$ cat src/hdl/nnrr_pkg.sv
`timescale 1ns / 1ps
package nnrr_pkg;

    localparam int UNIT_BITS_DEF  = 32;
    localparam int DIM_BITS_DEF   = 16;
    localparam int MAX_REPEAT_DEF = 64;

    // copy queue between the front and the back
    localparam int QUEUE_DEPTH = 4;

    // configuration port
    localparam int DATA_BITS = 32;
    localparam int ADDR_BITS = 4;

    typedef enum logic [1:0] {
        REG_IN_ROWS  = 2'd0,
        REG_IN_COLS  = 2'd1,
        REG_OUT_ROWS = 2'd2,
        REG_OUT_COLS = 2'd3
    } t_reg_idx;

    typedef enum logic {
        FE_IDLE,
        FE_WALK
    } t_fe_state;

    typedef struct packed {
        logic full;
        logic empty;
    } t_q_flags;

endpackage

$ cat src/hdl/nnrr_div.sv
`timescale 1ns / 1ps
module nnrr_div #(
    parameter int DIM_BITS = nnrr_pkg::DIM_BITS_DEF
) (
    input  logic                i_clk,
    input  logic                i_rst_n,
    input  logic                i_start,
    input  logic [DIM_BITS-1:0] i_num,
    input  logic [DIM_BITS-1:0] i_den,
    output logic                o_busy,
    output logic [DIM_BITS-1:0] o_quot,
    output logic [DIM_BITS-1:0] o_rem
);
    import nnrr_pkg::*;

    localparam int CNT_BITS = $clog2(DIM_BITS + 1);

    logic                r_busy;
    logic [CNT_BITS-1:0] r_cnt;
    logic [DIM_BITS-1:0] r_quot;
    logic [DIM_BITS:0]   r_rem;
    logic [DIM_BITS-1:0] r_den;

    logic [DIM_BITS-1:0] n_quot;
    logic [DIM_BITS:0]   n_rem;
    logic [DIM_BITS:0]   shifted;
    logic                fits;

    // restoring division, one quotient bit per cycle
    always_comb begin
        shifted = {r_rem[DIM_BITS-1:0], r_quot[DIM_BITS-1]};
        fits    = shifted >= {1'b0, r_den};
        n_quot  = {r_quot[DIM_BITS-2:0], fits};
        n_rem   = fits ? (shifted - {1'b0, r_den}) : shifted;
    end

    always_ff @(posedge i_clk) begin
        if (!i_rst_n) begin
            r_busy <= 1'b0;
            r_cnt  <= '0;
        end else if (i_start) begin
            r_busy <= 1'b1;
            r_cnt  <= CNT_BITS'(DIM_BITS);
        end else if (r_busy) begin
            r_cnt <= r_cnt - 1'b1;
            if (r_cnt == CNT_BITS'(1)) begin
                r_busy <= 1'b0;
            end
        end
    end

    always_ff @(posedge i_clk) begin
        if (i_start) begin
            r_quot <= i_num;
            r_rem  <= '0;
            r_den  <= i_den;
        end else if (r_busy) begin
            r_quot <= n_quot;
            r_rem  <= n_rem;
        end
    end

    assign o_busy = r_busy;
    assign o_quot = r_quot;
    assign o_rem  = r_rem[DIM_BITS-1:0];

endmodule

$ cat src/hdl/nnrr_fifo.sv
`timescale 1ns / 1ps
module nnrr_fifo #(
    parameter int WIDTH = nnrr_pkg::UNIT_BITS_DEF + 2,
    parameter int DEPTH = nnrr_pkg::QUEUE_DEPTH
) (
    input  logic                i_clk,
    input  logic                i_rst_n,
    input  logic                i_push,
    input  logic [WIDTH-1:0]    i_data,
    input  logic                i_pop,
    output logic [WIDTH-1:0]    o_data,
    output nnrr_pkg::t_q_flags  o_flags
);
    import nnrr_pkg::*;

    localparam int PTR_BITS = (DEPTH > 1) ? $clog2(DEPTH) : 1;
    localparam int CNT_BITS = $clog2(DEPTH + 1);

    logic [WIDTH-1:0]    r_mem [DEPTH];
    logic [PTR_BITS-1:0] r_wr_ptr;
    logic [PTR_BITS-1:0] r_rd_ptr;
    logic [CNT_BITS-1:0] r_count;

    logic [PTR_BITS-1:0] n_wr_ptr;
    logic [PTR_BITS-1:0] n_rd_ptr;
    logic [CNT_BITS-1:0] n_count;
    logic                wr_en;
    logic                rd_en;

    always_comb begin
        o_flags.full  = r_count == CNT_BITS'(DEPTH);
        o_flags.empty = r_count == '0;
        wr_en = i_push && !o_flags.full;
        rd_en = i_pop && !o_flags.empty;
        n_wr_ptr = r_wr_ptr;
        n_rd_ptr = r_rd_ptr;
        if (wr_en) begin
            n_wr_ptr = (r_wr_ptr == PTR_BITS'(DEPTH - 1)) ? '0 : r_wr_ptr + 1'b1;
        end
        if (rd_en) begin
            n_rd_ptr = (r_rd_ptr == PTR_BITS'(DEPTH - 1)) ? '0 : r_rd_ptr + 1'b1;
        end
        n_count = r_count;
        if (wr_en && !rd_en) begin
            n_count = r_count + 1'b1;
        end else if (rd_en && !wr_en) begin
            n_count = r_count - 1'b1;
        end
    end

    always_ff @(posedge i_clk) begin
        if (!i_rst_n) begin
            r_wr_ptr <= '0;
            r_rd_ptr <= '0;
            r_count  <= '0;
        end else begin
            r_wr_ptr <= n_wr_ptr;
            r_rd_ptr <= n_rd_ptr;
            r_count  <= n_count;
        end
    end

    always_ff @(posedge i_clk) begin
        if (wr_en) begin
            r_mem[r_wr_ptr] <= i_data;
        end
    end

    assign o_data = r_mem[r_rd_ptr];

endmodule

$ cat src/hdl/nnrr_front.sv
`timescale 1ns / 1ps
module nnrr_front #(
    parameter int UNIT_BITS  = nnrr_pkg::UNIT_BITS_DEF,
    parameter int DIM_BITS   = nnrr_pkg::DIM_BITS_DEF,
    parameter int MAX_REPEAT = nnrr_pkg::MAX_REPEAT_DEF
) (
    input  logic                 i_clk,
    input  logic                 i_rst_n,
    input  logic                 i_steps_ok,
    input  logic                 i_restart,
    input  logic                 i_push,
    input  logic [UNIT_BITS-1:0] i_sample,
    output logic                 o_full,
    input  logic [DIM_BITS-1:0]  i_in_rows,
    input  logic [DIM_BITS-1:0]  i_in_cols,
    input  logic [DIM_BITS-1:0]  i_out_rows,
    input  logic [DIM_BITS-1:0]  i_out_cols,
    input  logic [DIM_BITS-1:0]  i_row_quot,
    input  logic [DIM_BITS-1:0]  i_row_rem,
    input  logic [DIM_BITS-1:0]  i_col_quot,
    input  logic [DIM_BITS-1:0]  i_col_rem,
    input  nnrr_pkg::t_q_flags   i_q_flags,
    output logic                 o_q_push,
    output logic [UNIT_BITS+1:0] o_q_data
);
    import nnrr_pkg::*;

    localparam int CNT_BITS = $clog2(MAX_REPEAT + 1);

    t_fe_state           r_state, n_state;
    logic [UNIT_BITS-1:0] r_samp, n_samp;
    logic [DIM_BITS-1:0] r_src_row, n_src_row;
    logic [DIM_BITS-1:0] r_src_col, n_src_col;
    logic [DIM_BITS-1:0] r_dst_row, n_dst_row;
    logic [DIM_BITS-1:0] r_dst_col, n_dst_col;
    logic [DIM_BITS-1:0] r_want_row, n_want_row;
    logic [DIM_BITS-1:0] r_want_col, n_want_col;
    logic [DIM_BITS-1:0] r_rem_row, n_rem_row;
    logic [DIM_BITS-1:0] r_rem_col, n_rem_col;
    logic                r_done, n_done;
    logic                r_ended, n_ended;
    logic                r_pend, n_pend;
    logic [CNT_BITS-1:0] r_n, n_n;

    logic                accept;
    logic                match;
    logic                emit;
    logic                want_push;
    logic                stall;
    logic [DIM_BITS:0]   col_sum;
    logic [DIM_BITS:0]   row_sum;
    logic                col_carry;
    logic                row_carry;
    logic [DIM_BITS-1:0] step_rem_col;
    logic [DIM_BITS-1:0] step_rem_row;
    logic [DIM_BITS-1:0] step_want_col;
    logic [DIM_BITS-1:0] step_want_row;
    logic                dst_col_end;
    logic                dst_row_end;
    logic                src_col_end;
    logic                src_row_end;

    // wanted position kept as quotient and remainder of dst * in / out,
    // stepped by the precomputed in / out
    always_comb begin
        col_sum       = {1'b0, r_rem_col} + {1'b0, i_col_rem};
        col_carry     = col_sum >= {1'b0, i_out_cols};
        step_rem_col  = col_carry ? DIM_BITS'(col_sum - {1'b0, i_out_cols})
                                  : DIM_BITS'(col_sum);
        step_want_col = r_want_col + i_col_quot + DIM_BITS'(col_carry);
        row_sum       = {1'b0, r_rem_row} + {1'b0, i_row_rem};
        row_carry     = row_sum >= {1'b0, i_out_rows};
        step_rem_row  = row_carry ? DIM_BITS'(row_sum - {1'b0, i_out_rows})
                                  : DIM_BITS'(row_sum);
        step_want_row = r_want_row + i_row_quot + DIM_BITS'(row_carry);
        dst_col_end   = ({1'b0, r_dst_col} + 1'b1) >= {1'b0, i_out_cols};
        dst_row_end   = ({1'b0, r_dst_row} + 1'b1) >= {1'b0, i_out_rows};
        src_col_end   = ({1'b0, r_src_col} + 1'b1) >= {1'b0, i_in_cols};
        src_row_end   = ({1'b0, r_src_row} + 1'b1) >= {1'b0, i_in_rows};
    end

    assign o_full = (r_state != FE_IDLE) || !i_steps_ok;
    assign accept = i_push && !o_full;
    assign match  = !r_done && (r_want_row == r_src_row) && (r_want_col == r_src_col);
    assign emit   = r_n < CNT_BITS'(MAX_REPEAT);

    always_comb begin
        n_state    = r_state;
        n_samp     = r_samp;
        n_src_row  = r_src_row;
        n_src_col  = r_src_col;
        n_dst_row  = r_dst_row;
        n_dst_col  = r_dst_col;
        n_want_row = r_want_row;
        n_want_col = r_want_col;
        n_rem_row  = r_rem_row;
        n_rem_col  = r_rem_col;
        n_done     = r_done;
        n_ended    = r_ended;
        n_pend     = r_pend;
        n_n        = r_n;
        want_push  = 1'b0;
        o_q_data   = {r_samp, 1'b0, 1'b0};

        case (r_state)
            FE_IDLE: begin
                if (accept) begin
                    n_samp  = i_sample;
                    n_n     = '0;
                    n_ended = 1'b0;
                    n_pend  = 1'b0;
                    n_state = FE_WALK;
                end
            end
            FE_WALK: begin
                if (match) begin
                    // the newest copy stays pending until we know if it is the last
                    want_push = emit && r_pend;
                    if (!(want_push && i_q_flags.full)) begin
                        if (emit) begin
                            n_pend = 1'b1;
                            n_n    = r_n + 1'b1;
                        end
                        if (dst_col_end) begin
                            n_dst_col  = '0;
                            n_want_col = '0;
                            n_rem_col  = '0;
                            if (dst_row_end) begin
                                n_dst_row  = '0;
                                n_want_row = '0;
                                n_rem_row  = '0;
                                n_done     = 1'b1;
                                n_ended    = 1'b1;
                            end else begin
                                n_dst_row  = r_dst_row + 1'b1;
                                n_want_row = step_want_row;
                                n_rem_row  = step_rem_row;
                            end
                        end else begin
                            n_dst_col  = r_dst_col + 1'b1;
                            n_want_col = step_want_col;
                            n_rem_col  = step_rem_col;
                        end
                    end
                end else begin
                    want_push = r_pend;
                    o_q_data  = {r_samp, 1'b1, r_ended};
                    if (!(want_push && i_q_flags.full)) begin
                        n_pend  = 1'b0;
                        n_state = FE_IDLE;
                        if (src_col_end) begin
                            n_src_col = '0;
                            if (src_row_end) begin
                                // input frame complete: start over
                                n_src_row  = '0;
                                n_dst_row  = '0;
                                n_dst_col  = '0;
                                n_want_row = '0;
                                n_want_col = '0;
                                n_rem_row  = '0;
                                n_rem_col  = '0;
                                n_done     = 1'b0;
                            end else begin
                                n_src_row = r_src_row + 1'b1;
                            end
                        end else begin
                            n_src_col = r_src_col + 1'b1;
                        end
                    end
                end
            end
            default: begin
                n_state = FE_IDLE;
            end
        endcase

        if (i_restart) begin
            n_state    = FE_IDLE;
            n_pend     = 1'b0;
            n_src_row  = '0;
            n_src_col  = '0;
            n_dst_row  = '0;
            n_dst_col  = '0;
            n_want_row = '0;
            n_want_col = '0;
            n_rem_row  = '0;
            n_rem_col  = '0;
            n_done     = 1'b0;
        end
    end

    assign stall    = want_push && i_q_flags.full;
    assign o_q_push = want_push && !stall;

    always_ff @(posedge i_clk) begin
        if (!i_rst_n) begin
            r_state    <= FE_IDLE;
            r_src_row  <= '0;
            r_src_col  <= '0;
            r_dst_row  <= '0;
            r_dst_col  <= '0;
            r_want_row <= '0;
            r_want_col <= '0;
            r_rem_row  <= '0;
            r_rem_col  <= '0;
            r_done     <= 1'b0;
            r_ended    <= 1'b0;
            r_pend     <= 1'b0;
            r_n        <= '0;
        end else begin
            r_state    <= n_state;
            r_src_row  <= n_src_row;
            r_src_col  <= n_src_col;
            r_dst_row  <= n_dst_row;
            r_dst_col  <= n_dst_col;
            r_want_row <= n_want_row;
            r_want_col <= n_want_col;
            r_rem_row  <= n_rem_row;
            r_rem_col  <= n_rem_col;
            r_done     <= n_done;
            r_ended    <= n_ended;
            r_pend     <= n_pend;
            r_n        <= n_n;
        end
    end

    always_ff @(posedge i_clk) begin
        r_samp <= n_samp;
    end

endmodule

$ cat src/hdl/nnrr_back.sv
`timescale 1ns / 1ps
module nnrr_back #(
    parameter int WIDTH = nnrr_pkg::UNIT_BITS_DEF + 2
) (
    input  logic               i_clk,
    input  logic               i_rst_n,
    input  logic [WIDTH-1:0]   i_q_data,
    input  nnrr_pkg::t_q_flags i_q_flags,
    output logic               o_q_pop,
    input  logic               i_pop,
    output logic               o_empty,
    output logic [WIDTH-1:0]   o_data
);
    import nnrr_pkg::*;

    logic             r_valid, n_valid;
    logic [WIDTH-1:0] r_data;

    // output register refills from the queue as the held result leaves
    always_comb begin
        o_q_pop = !i_q_flags.empty && (!r_valid || i_pop);
        n_valid = r_valid;
        if (o_q_pop) begin
            n_valid = 1'b1;
        end else if (i_pop) begin
            n_valid = 1'b0;
        end
    end

    always_ff @(posedge i_clk) begin
        if (!i_rst_n) begin
            r_valid <= 1'b0;
        end else begin
            r_valid <= n_valid;
        end
    end

    always_ff @(posedge i_clk) begin
        if (o_q_pop) begin
            r_data <= i_q_data;
        end
    end

    assign o_empty = !r_valid;
    assign o_data  = r_data;

endmodule

$ cat src/hdl/nearest_neighbor_raster_resampler.sv
// Nearest-neighbor raster resampler.
// Input queue side: push / full, one sample per request, in row-major order.
// Result queue side: empty / pop; each request carries a sample copy, last_copy
// on the final copy for its input, and frame_end on the copy that ends the frame.
// Registers on the APB-style port (byte addresses 0x0, 0x4, 0x8, 0xC): in_rows,
// in_cols, out_rows, out_cols. Any write restarts the frame.
// The front takes one input at a time and walks the output points it covers
// (copies plus points skipped past the 64-copy cap), one output point per cycle
// while the copy queue has room. Each copy reaches the result ports through the
// copy queue and the output register of the back.
// After reset and after each register write, full stays high while the row and
// column step sizes are divided out.
// A stalled result side fills the 4-entry copy queue, then the front holds and
// full stays high; nothing is dropped.
`timescale 1ns / 1ps
module nearest_neighbor_raster_resampler #(
    parameter int UNIT_BITS  = nnrr_pkg::UNIT_BITS_DEF,
    parameter int DIM_BITS   = nnrr_pkg::DIM_BITS_DEF,
    parameter int MAX_REPEAT = nnrr_pkg::MAX_REPEAT_DEF
) (
    input  logic                           i_clk,
    input  logic                           i_rst_n,
    input  logic                           psel,
    input  logic                           penable,
    input  logic                           pwrite,
    input  logic [nnrr_pkg::ADDR_BITS-1:0] paddr,
    input  logic [nnrr_pkg::DATA_BITS-1:0] pwdata,
    output logic [nnrr_pkg::DATA_BITS-1:0] prdata,
    output logic                           pready,
    input  logic                           push,
    output logic                           full,
    input  logic [UNIT_BITS-1:0]           i_sample,
    output logic                           empty,
    input  logic                           pop,
    output logic [UNIT_BITS-1:0]           o_sample_out,
    output logic                           o_last_copy,
    output logic                           o_frame_end
);
    import nnrr_pkg::*;

    localparam int Q_WIDTH = UNIT_BITS + 2;

    logic [DIM_BITS-1:0] r_in_rows;
    logic [DIM_BITS-1:0] r_in_cols;
    logic [DIM_BITS-1:0] r_out_rows;
    logic [DIM_BITS-1:0] r_out_cols;
    logic                r_div_go;

    logic                cfg_wr;
    t_reg_idx            cfg_idx;
    logic [DIM_BITS-1:0] eff_in_rows;
    logic [DIM_BITS-1:0] eff_in_cols;
    logic [DIM_BITS-1:0] eff_out_rows;
    logic [DIM_BITS-1:0] eff_out_cols;
    logic [DIM_BITS-1:0] out_rows_nz;
    logic                row_busy;
    logic                col_busy;
    logic [DIM_BITS-1:0] row_quot;
    logic [DIM_BITS-1:0] row_rem;
    logic [DIM_BITS-1:0] col_quot;
    logic [DIM_BITS-1:0] col_rem;
    logic                steps_ok;

    logic                q_push;
    logic [Q_WIDTH-1:0]  q_in_data;
    logic                q_pop;
    logic [Q_WIDTH-1:0]  q_out_data;
    t_q_flags            q_flags;
    logic [Q_WIDTH-1:0]  res_data;

    assign pready  = 1'b1;
    assign cfg_wr  = psel && penable && pwrite;
    assign cfg_idx = t_reg_idx'(paddr[ADDR_BITS-1:2]);

    always_ff @(posedge i_clk) begin
        if (!i_rst_n) begin
            r_in_rows  <= DIM_BITS'(1);
            r_in_cols  <= DIM_BITS'(1);
            r_out_rows <= DIM_BITS'(1);
            r_out_cols <= DIM_BITS'(1);
            r_div_go   <= 1'b1;
        end else begin
            r_div_go <= cfg_wr;
            if (cfg_wr) begin
                case (cfg_idx)
                    REG_IN_ROWS:  r_in_rows  <= DIM_BITS'(pwdata);
                    REG_IN_COLS:  r_in_cols  <= DIM_BITS'(pwdata);
                    REG_OUT_ROWS: r_out_rows <= DIM_BITS'(pwdata);
                    REG_OUT_COLS: r_out_cols <= DIM_BITS'(pwdata);
                    default: ;
                endcase
            end
        end
    end

    always_comb begin
        case (cfg_idx)
            REG_IN_ROWS:  prdata = DATA_BITS'(r_in_rows);
            REG_IN_COLS:  prdata = DATA_BITS'(r_in_cols);
            REG_OUT_ROWS: prdata = DATA_BITS'(r_out_rows);
            REG_OUT_COLS: prdata = DATA_BITS'(r_out_cols);
            default:      prdata = '0;
        endcase
    end

    // zero acts as one; output rows never exceed input rows
    always_comb begin
        eff_in_rows  = (r_in_rows == '0) ? DIM_BITS'(1) : r_in_rows;
        eff_in_cols  = (r_in_cols == '0) ? DIM_BITS'(1) : r_in_cols;
        eff_out_cols = (r_out_cols == '0) ? DIM_BITS'(1) : r_out_cols;
        out_rows_nz  = (r_out_rows == '0) ? DIM_BITS'(1) : r_out_rows;
        eff_out_rows = (out_rows_nz > eff_in_rows) ? eff_in_rows : out_rows_nz;
    end

    nnrr_div #(
        .DIM_BITS (DIM_BITS)
    ) u_row_div (
        .i_clk   (i_clk),
        .i_rst_n (i_rst_n),
        .i_start (r_div_go),
        .i_num   (eff_in_rows),
        .i_den   (eff_out_rows),
        .o_busy  (row_busy),
        .o_quot  (row_quot),
        .o_rem   (row_rem)
    );

    nnrr_div #(
        .DIM_BITS (DIM_BITS)
    ) u_col_div (
        .i_clk   (i_clk),
        .i_rst_n (i_rst_n),
        .i_start (r_div_go),
        .i_num   (eff_in_cols),
        .i_den   (eff_out_cols),
        .o_busy  (col_busy),
        .o_quot  (col_quot),
        .o_rem   (col_rem)
    );

    assign steps_ok = !r_div_go && !row_busy && !col_busy;

    nnrr_front #(
        .UNIT_BITS  (UNIT_BITS),
        .DIM_BITS   (DIM_BITS),
        .MAX_REPEAT (MAX_REPEAT)
    ) u_front (
        .i_clk      (i_clk),
        .i_rst_n    (i_rst_n),
        .i_steps_ok (steps_ok),
        .i_restart  (cfg_wr),
        .i_push     (push),
        .i_sample   (i_sample),
        .o_full     (full),
        .i_in_rows  (eff_in_rows),
        .i_in_cols  (eff_in_cols),
        .i_out_rows (eff_out_rows),
        .i_out_cols (eff_out_cols),
        .i_row_quot (row_quot),
        .i_row_rem  (row_rem),
        .i_col_quot (col_quot),
        .i_col_rem  (col_rem),
        .i_q_flags  (q_flags),
        .o_q_push   (q_push),
        .o_q_data   (q_in_data)
    );

    nnrr_fifo #(
        .WIDTH (Q_WIDTH),
        .DEPTH (QUEUE_DEPTH)
    ) u_queue (
        .i_clk   (i_clk),
        .i_rst_n (i_rst_n),
        .i_push  (q_push),
        .i_data  (q_in_data),
        .i_pop   (q_pop),
        .o_data  (q_out_data),
        .o_flags (q_flags)
    );

    nnrr_back #(
        .WIDTH (Q_WIDTH)
    ) u_back (
        .i_clk     (i_clk),
        .i_rst_n   (i_rst_n),
        .i_q_data  (q_out_data),
        .i_q_flags (q_flags),
        .o_q_pop   (q_pop),
        .i_pop     (pop),
        .o_empty   (empty),
        .o_data    (res_data)
    );

    assign o_sample_out = res_data[Q_WIDTH-1:2];
    assign o_last_copy  = res_data[1];
    assign o_frame_end  = res_data[0];

endmodule

$ cat config.mk
export PLATFORM = sky130hd
export DESIGN_NAME = nearest_neighbor_raster_resampler
export DESIGN_NICKNAME = d
export VERILOG_FILES = /design/src/hdl/nnrr_pkg.sv /design/src/hdl/nnrr_div.sv /design/src/hdl/nnrr_fifo.sv /design/src/hdl/nnrr_front.sv /design/src/hdl/nnrr_back.sv /design/src/hdl/nearest_neighbor_raster_resampler.sv
export SDC_FILE = /design/constraint.sdc
export NUM_CORES = 1
export LEC_CHECK = 0
export BUFFER_PORTS_ARGS = -buffer_cell sky130_fd_sc_hd__buf_2
export CAP_MARGIN = 15
export CORE_MARGIN = 2
export CORE_UTILIZATION = 40
export DETAILED_ROUTE_END_ITERATION = 8
export GPL_TIMING_DRIVEN = 0
export SLEW_MARGIN = 20
export SYNTH_ARGS = -nofsm -noshare
export SYNTH_HDL_FRONTEND = slang
export SYNTH_SLANG_ARGS = --single-unit
$ cat constraint.sdc
create_clock -name i_clk -period 6.39 [get_ports i_clk]
set_input_delay 0.639 -clock i_clk [delete_from_list [all_inputs] [get_ports i_clk]]
set_output_delay 0.639 -clock i_clk [all_outputs]
set_load 0.01 [all_outputs]
After elaboration in Yosys (flattened, before gate mapping)
Memories as Yosys holds them, arrays and structs flattened. A register that Yosys moved wholly into a read port is not among the register bits.
Index checks and enable logic that the tools add are counted.

word-level totals
  register bits = 352
  bits in writable memories = 136
  bits of input ports = 75
  output and inout bits = 69
  logic and storage cells = 242
  memories = 1

memories
  name           words  width  read ports  clocked after Yosys merged registers in  wr ports  line             source
  u_queue.r_mem  4      34     1           1                                        1         nnrr_fifo.sv:19  logic [WIDTH-1:0] r_mem [DEPTH];

cells by class
  add/subtract/negate cells = 25
  $lt $le $gt $ge = 10
  equality and inequality tests = 23
  mux-type cells = 86
  bitwise logic cells = 4
  reduce and logical (&&, ||, !) cells = 58

operators with widths
  kind                   number
  $mux 16                39
  $ge 17x16->1           8
  $pmux 32 s4            1
  $add 16x1->17 const B  4
  $add 16x1->16 const B  4
  $logic_not 16->1       4
  $sub 16x16->16         4
  $add 16x16->17         2
  $add 16x1->16          2
  $add 16x16->16         2
  $eq 16x16->1           2
  $mux 1                 28
  $mux 7                 4
  $mux 5                 4
  $logic_and 1x1->1      17
  $gt 16x16->1           1
  $ne 2x2->1 const B     8
  $pmux 7 s2             1
  $logic_not 1->1        12
  $reduce_and 4->1       3
  $reduce_bool 2->1      6
  $eq 5x1->1 const B     2
  $reduce_and 2->1       5
  $reduce_and 5->1       2
  22 further kinds       41

Longest topological paths before layout
Gate-level depths: netlist of run 1.

  depth in word-level cells = 13
  depth in mapped cells = 33
  mapped depth without buffers = 31

Cells and area by module
From an unflattened synthesis of run 1, not the netlist that was laid out.

second synthesis, totals
  cells, all modules = 3,108
  area, all modules = 30,899.6 um2

by module, submodules not included
  module                             times used  cells each  area an instance (um2)  seq. area each (um2)
  nnrr_front                         1           1,632       13,618.1                3,743.6
  nnrr_div                           2           322         3,233.1                 1,401.3
  nnrr_fifo                          1           229         5,435.2                 4,264.1
  nearest_neighbor_raster_resampler  1           564         4,311.6                 1,301.2
  nnrr_back                          1           39          1,068.5                 1,041.0

Least setup slack after synthesis of run 1
OpenSTA, ideal clock, no wires.

  path kind = register to register
  start point = register r_in_rows[2]
  end point = register u_front.r_want_row[15]
  setup time = 0.114 ns
  arrival = 6.426 ns
  required time = 6.276 ns
  slack = -0.150 ns
  stages on the path, launching flop included = 32
  buffers on the path = 2
  clock period less this slack = 6.540 ns
  path through = dfxtp_1 > inv_1 > ha_1 > a21o_1 > a21o_1 > a211o_1 > a21o_1 > a21o_1 > a21o_1 > a221oi_1 > a21oi_1 > clkbuf_1 > mux2i_1 > ha_1 > a21oi_1 > nor3b_1 > a211o_1 > a31oi_1 > nor3_1 > o21ai_1 > a2111oi_4 > buf_6 > fa_1 > nor2b_1 > o2111ai_1 > a31oi_1 > a21oi_1 > a21oi_1 > a211oi_1 > xnor2_1 > o21bai_1 > a21o_1

on the way
  word-level cells in the longest chain between the ends = 10
  elaborated cells between the ends (all ways) = 14
  those cells by class = add/sub: 1; order compare: 4; mux: 6; reduce/logical: 3

RTL lines
  item                    line                                      source
  from (decl)             nearest_neighbor_raster_resampler.sv:43   logic [DIM_BITS-1:0] r_in_rows;
  from (signal assigned)  nearest_neighbor_raster_resampler.sv:86   REG_IN_ROWS: r_in_rows <= DIM_BITS'(pwdata);
  $logic_not 16->1        nearest_neighbor_raster_resampler.sv:108  eff_in_rows = (r_in_rows == '0) ? DIM_BITS'(1) : r_in_rows;
  $mux 16 *               nearest_neighbor_raster_resampler.sv:108
  $gt 16x16->1            nearest_neighbor_raster_resampler.sv:112  eff_out_rows = (out_rows_nz > eff_in_rows) ? eff_in_rows : out_rows_nz;
  $mux 16                 nearest_neighbor_raster_resampler.sv:112
  $ge 17x16->1            nnrr_front.sv:72                          row_carry = row_sum >= {1'b0, i_out_rows};
  $add 16x1->16           nnrr_front.sv:75                          step_want_row = r_want_row + i_row_quot + DIM_BITS'(row_carry);
  $mux 16                 nnrr_front.sv:128                         if (dst_row_end) begin
  $mux 16                 nnrr_front.sv:124                         if (dst_col_end) begin
  $mux 16                 nnrr_front.sv:119                         if (!(want_push && i_q_flags.full)) begin
  $mux 16                 nnrr_front.sv:116                         if (match) begin
  to (signal assigned)    nnrr_front.sv:216                         r_want_row <= n_want_row;
  to (decl)               nnrr_front.sv:36                          logic [DIM_BITS-1:0] r_want_row, n_want_row;

Every way passes the cells marked *; elsewhere a longest branch is shown, timed or not. The select of a mux whose other input is x is not followed.
A chain may end at the register's enable or synchronous reset.

Worst setup path after layout of run 1
  start point = register r_in_rows[6]
  end point = register u_front.r_want_row[15]

The elaborated chain is that of the path after synthesis.

==> results of run 1 <==
per-layer routing:
layer / wire length (microns) / global-route usage [%] / vias up
met1: 37300 / 30.2 / 10900
met4: 2660 / 7.48 / 6
li1: - / - / 10700
met5: 34 / 0 / -
met3: 6930 / 4.33 / 157
met2: 37500 / 35.0 / 792
metrics by stage:
step / std cells / power (mW) / setup WS (ps) / utilization [%]
3_3_place_gp: 3908 / 5.98 / -1740 / 42.7
3_5_place_dp: 3915 / 6.05 / -1750 / 43.0
5_1_grt: 4064 / 10.2 / -237 / 47.0
4_1_cts: 4055 / 9.79 / -20.2 / 46.8
6_report: 4068 / 9.75 / 48.6 / 47.0
2_1_floorplan: 2842 / 5.43 / 17.6 / -
power groups by stage:
stage / logic [mW] / registers, mW / clock network (mW)
after global placement: 1.96 / 4.02 / 0
after CTS: 2.13 / 3.93 / 3.73
after global routing: 2.36 / 3.95 / 3.86
after floorplan: 1.40 / 4.02 / 0
after detailed placement: 2.04 / 4.00 / 0
final: 2.15 / 3.93 / 3.67
synth_stat cells, drive strengths merged, types with 11 or more instances:
master,number
dfxtp,256
a31oi,19
nor2,187
or3b,11
xor2,75
nand2,274
nor2b,37
o21bai,14
and3,38
a22oi,14
and2,21
o21a,18
nand3,73
buf,45
o31ai,15
or3,13
nand4,37
xnor2,132
nor3,58
o2bb2ai,16
o21ai,120
a21o,44
nand2b,23
inv,129
edfxtp,266
ha,219
mux2i,56
nor4,20
mux2,45
mux4,50
a211oi,42
fa,11
a21boi,69
or2,12
clkbuf,109
a21oi,148
critical path: cells and delay by family, from the launching register on:
kind / cells / cell delay, ps
flip-flops: 1 / 470
AND/OR/NAND/NOR: 7 / 1070
XOR/XNOR: 1 / 110
buffers and inverters: 2 / 330
adder cells (fa/ha/maj): 3 / 800
AO/OA/AOI/OAI: 17 / 3180
multiplexers: 1 / 240
path summary, 6_finish.rpt:
| check | to | start | cells after the start |
|---|---|---|---|
| hold / removal | u_front.r_samp[31]$_DFFE_PP_ | i_sample[31] | 1 |
| hold reg to reg | u_front.r_rem_row[13]$_SDFFE_PP0P_ | u_front.r_rem_row[13]$_SDFFE_PP0P_ | 2 |
| setup reg to reg | u_front.r_want_row[15]$_SDFFE_PP0P_ | r_in_rows[6]$_SDFFE_PN0P_ | 31 |
| setup / recovery | u_front.r_want_row[15]$_SDFFE_PP0P_ | r_in_rows[6]$_SDFFE_PN0P_ | 31 |
cells by family (layout without fill, tap and decap cells):
kind of cell / count (synthesis) / after routing / synth area share [%]
xor+xnor: 207 / 207 / 6.20
mux: 151 / 151 / 7.51
other cells: 2 / 21 / 0.0257
fa+ha+maj: 230 / 230 / 10.1
flops: 522 / 522 / 44.9
simple gates: 831 / 831 / 13.6
buf+inv: 283 / 546 / 3.99
compound gates: 601 / 601 / 13.7
cells in the final DEF, fill, tap and decap left out, types with 22 or more instances in the layout:
cell / netlist / routed
a21boi_0: 68 / 67
buf_2: 17 / 124
nand4_1: 37 / 37
xnor2_1: 132 / 131
dfxtp_1: 256 / 227
mux2i_1: 56 / 46
nand2b_1: 23 / 22
xor2_1: 75 / 75
and3_1: 38 / 37
nand2_1: 273 / 273
nor2b_1: 37 / 34
edfxtp_1: 266 / 266
a211oi_1: 41 / 39
clkbuf_1: 108 / 111
buf_4: 18 / 56
mux4_2: 50 / 50
nor2_1: 186 / 184
clkbuf_16: 0 / 61
inv_1: 129 / 125
a21o_1: 44 / 44
nand3_1: 73 / 73
ha_1: 219 / 211
mux2_2: 45 / 45
nor3_1: 58 / 54
o21ai_0: 102 / 94
a21oi_1: 147 / 133
cell type report:
class                      count  area (sq um)
fill                        6707         38400
multi-input combinational   2037         15500
sequential                   522         13200
clock buffer                  72          1610
tap                          959          1200
timing repair buffer         152           968
buffer                       153           696
clock inverter                40           514
inverter                     129           487
antenna                        4          10.0
what timing repair did:
| action | in CTS | in global routing |
|---|---|---|
| pin swaps | 37 | 34 |
| resized for setup | 112 | 34 |
| buffers inserted | 28 | 12 |
| endpoints found under the hold margin | 0 | 0 |
| endpoints found under the setup margin | 39 | 19 |
==> run_results.csv, run 1 <==
group,metric,value,unit
run_status,status,"finished, final reports clean",
pwr,power.density,286,nW/um^2
pwr,clkPwrFrac,37.6,%
clock_tree,htree_levels,2,
timing,finalCritPeriodShare,99.2,%
setup_path,critPathLaunchType,"flip-flop",
setup_path,cp.required,6910,ps
synth,syn_inst,2827,
global_route,grt_overflow,0,
run,maxCapViolCount,0,
setup_path,crit_type,"flip-flop to flip-flop",
synth,yosys.area.top_type,"edfxtp_1",
detailed_routing,vias,22600,
die,dieArea,75200,sq um
global_route,grt_pass1_vias,22400,
pwr,combPwrFrac,22.1,%
timing,hold_viol_final,0,
die,pin_count,144,
finish,syn_to_final_growth,16.9,%
hold_path,hp-class,"input pin to flip-flop",
die,fp-row-count,99,
setup_path,cp_slowest_stage_delay,470,ps
setup_path,critPathCaptureType,"flip-flop",
pwr,p_sw,2.82,mW
finish,regMostFlops,"u_queue.r_mem",
synth,ys_types,86,
synth,synth_area_leaders,"edfxtp_1 (27%), dfxtp_1 (18%), ha_1 (9.4%), xnor2_1 (4.0%), mux4_2 (3.9%)",
place,gp_congestion,0.949,
timing,rsz0062_at_grt,"yes",
clock_tree,holdBufCountCts,0,
place,io_buffers,107,
setup_path,critPathMostFrequentCell,"a21o_1",
synth,synthFlopType,"edfxtp_1",
die,core_area,72600,sq um
global_route,grt_max_degree,32,
clock_tree,cts_buffer_depth,3,
synth,yosysTopAreaCellShare,27.3,%
setup_path,cp.arrival,6860,ps
clock_tree,cts_buffers,59,
clock_tree,clkSinkCount,522,
clock_tree,cts.clk_slew.worst_paths,60,ps
die,die_y,274,microns
detailed_routing,detail_route.first_pass.iterations,5,
pwr,peakVddDrop,0.251,mV
synth,yosys_warnings,0,
setup_path,path_max_fanout,7,
pwr,switching_share,28.9,%
detailed_routing,totalWireLength,84300,microns
timing,max_slew_margin,27.6,%
finish,final_area,34200,sq um
place,post_dp_cell_area,31200,sq um
global_route,antenna_found_initial,7,
timing,tightest_slew,1080,ps
detailed_routing,drc,0,
setup_path,critPathSlowestCell,"dfxtp_1",
setup_path,r2r_slack,50,ps
timing,hold-worst-slack,179,ps
global_route,grt_pass1_wl,129000,microns
detailed_routing,wl_per_cell,20.7,microns
detailed_routing,ant_nets,0,
timing,setup-tns-final,0,ps
detailed_routing,routed_via_density,5.56,
synth,ys_seq_area_share,44.9,%
timing,fin_crit,6340,ps
pwr,p_leak,13.2,nW
place,place.detailed.hpwl,62000,microns
pwr,p_seq_share,40.3,%
synth,ys_ff_latch,522,
finish,largest_reg_flops,136,
timing,skew,35.1,ps
clock_tree,cts_tree,"built",
finish,layout-drive-gt1-share,17.2,%
global_route,grt_usage,22.1,%
timing,setup_viol,0,
finish,num-nets-final,3359,
synth,syn_area,29200,sq um
clock_tree,clockRootBuffer,"clkbuf_16",
synth,syn_area_per_cell,10.3,sq um
clock_tree,insertion_delay,650,ps
die,die_w,274,microns
detailed_routing,initialDrtViolationCount,1709,
pwr,p_int,6.93,mW
die,start_util,40.3,%
synth,async_flop_share,0,%
timing,fmax,158,MHz
synth,synth-edff-count,266,
timing,slew_violations,0,
No activity file was read; power rests on OpenSTA's default activity.
==> run 2, diff against run 1 <==
- GPL_TIMING_DRIVEN: 0 -> default
==> run_results.csv, run 2 (synthesized netlist as in run 1, its figures left out) <==
group,metric,value,unit
clock_tree,cts_buffer_depth,3,
global_route,antenna_found_initial,6,
setup_path,reg2reg_from,"r_in_rows[15]$_SDFFE_PN0P_",
setup_path,path_max_fanout,10,
setup_path,cp.required,6950,ps
detailed_routing,routed_via_density,5.54,
die,pin_count,144,
place,io_buffers,108,
clock_tree,htree_levels,2,
timing,hold-worst-slack,192,ps
setup_path,cpLargestDelayFamily,"compound AO/OA/AOI/OAI gates",
timing,rsz0062_at_grt,"yes",
setup_path,crit_type,"flip-flop to flip-flop",
timing,setup_viol,0,
detailed_routing,vias,22200,
pwr,peakVddDrop,0.315,mV
setup_path,cp.arrival,6890,ps
detailed_routing,totalWireLength,80200,microns
run,maxCapViolCount,0,
detailed_routing,detail_route.first_pass.iterations,5,
clock_tree,cts_tree,"built",
timing,fmax,158,MHz
finish,final_util,46.3,%
timing,skew,23.2,ps
setup_path,critPathCaptureType,"flip-flop",
timing,slew_violations,0,
detailed_routing,ant_nets,0,
finish,regMostFlops,"u_queue.r_mem",
place,place.detailed.hpwl,58700,microns
timing,tightest_slew,905,ps
global_route,grt_usage,20.9,%
die,start_util,40.3,%
clock_tree,cts.clk_slew.worst_paths,70,ps
pwr,power.density,280,nW/um^2
place,gp_congestion,0.959,
clock_tree,holdBufCountCts,0,
die,core_area,72600,sq um
detailed_routing,drc,0,
global_route,grt_max_degree,77,
timing,finalCritPeriodShare,99.0,%
place,place_ws,-348,ps
global_route,grt_pass1_wl,124000,microns
finish,syn_to_final_growth,15.0,%
global_route,grt_pass1_vias,21600,
die,fp-row-count,99,
timing,max_slew_margin,39.6,%
clock_tree,insertion_delay,630,ps
finish,num-nets-final,3297,
finish,largest_reg_flops,136,
setup_path,critPathLaunchType,"flip-flop",
place,placed_cells,3881,
timing,fin_crit,6330,ps
setup_path,cp_slowest_stage_delay,400,ps
finish,final_cell_mix,"nand2_1 (273), edfxtp_1 (266), dfxtp_1 (253)",
hold_path,hp-class,"input pin to flip-flop",
detailed_routing,initialDrtViolationCount,1628,
detailed_routing,wl_per_cell,20.0,microns
timing,setup_ws,61.9,ps
clock_tree,clockRootBuffer,"clkbuf_16",
die,die_y,274,microns
pwr,p_leak,13.1,nW
finish,layout_commonest_cell,"nand2_1",
die,dieArea,75200,sq um
timing,hold_viol_final,0,
setup_path,critPathLaunch,"r_in_rows[15]$_SDFFE_PN0P_",
setup_path,critPathSlowestCell,"nor4_2",
clock_tree,clkSinkCount,522,
finish,layout-drive-gt1-share,16.8,%
global_route,grt_overflow,0,
setup_path,cp_num_buf_inv,3,
die,die_w,274,microns
clock_tree,cts_buffers,57,
finish,final_cell_count_no_fill,4003,
run_status,status,"finished, final reports clean",
hold_path,hold_start,"i_sample[27]",
[run 2: cell count changes in the layout (fill, tap and decap cells not counted), sizes merged]
| cell | delta |
|---|---|
| clkinvlp | -1 |
| inv | +1 |
| clkbuf | -101 |
| bufinv | -5 |
| clkinv | -6 |
| buf | +47 |
[run 2: final cells by class]
cell class	count	area [sq um]
fill	6746	39000
multi-input combinational	2037	15200
sequential	522	13100
clock buffer	78	1650
timing repair buffer	245	1590
tap	959	1200
inverter	129	484
clock inverter	29	322
antenna	4	10.0
[run 2: worst register-to-register path, delay by kind of cell (launching register included)]
kind,cells,cell delay (ps)
adder cells (fa/ha/maj),4,1190
flip-flops,1,320
buffers and inverters,3,450
multiplexers,1,210
XOR/XNOR,1,150
AND/OR/NAND/NOR,5,770
AO/OA/AOI/OAI,19,3180
[run 2: path summary, 6_finish.rpt]
| path | end | slack (ps) | cells after the start |
|---|---|---|---|
| max | u_front.r_want_row[14]$_SDFFE_PP0P_ | 60 | 33 |
| min | u_front.r_samp[27]$_DFFE_PP_ | 190 | 1 |
| max reg2reg | u_front.r_want_row[14]$_SDFFE_PP0P_ | 60 | 33 |
| min reg2reg | u_front.r_rem_row[4]$_SDFFE_PP0P_ | 450 | 2 |
[run 2: metrics by stage]
step / TNS (ps) / power, mW / area (sq um)
final: 0 / 9.42 / 33600
after global routing: -1680 / 9.88 / 33600
after CTS: 0 / 9.50 / 33400
after detailed placement: -1500 / 6.04 / 31300
after global placement: -604 / 6.01 / 31300
after floorplan: 0 / 5.43 / 29300
[run 2: repair_timing]
action                     CTS  global route
hold endpoints to repair     0             0
pin swaps                    4            10
gates resized for setup     16            31
setup endpoints to repair    9            13
setup buffers                5             7
[run 2: power by group]
| part | total, mW | leakage [nW] | internal [mW] | switching (mW) |
|---|---|---|---|---|
| clock | 3.42 | 0.958 | 2.02 | 1.40 |
| sequential | 3.96 | 4.59 | 3.80 | 0.167 |
| combinational | 2.04 | 7.60 | 0.907 | 1.13 |
[run 2: metal layers]
| layer | part of all wire [%] | routed length (microns) | GRT usage, % | up-vias |
|---|---|---|---|---|
| met2 | 47 | 37800 | 35.1 | 535 |
| met5 | 0.049 | 39 | 0 | - |
| met1 | 45 | 36000 | 28.2 | 10900 |
| met4 | 2.2 | 1770 | 5.53 | 6 |
| li1 | - | - | - | 10600 |
| met3 | 5.8 | 4630 | 3.16 | 116 |
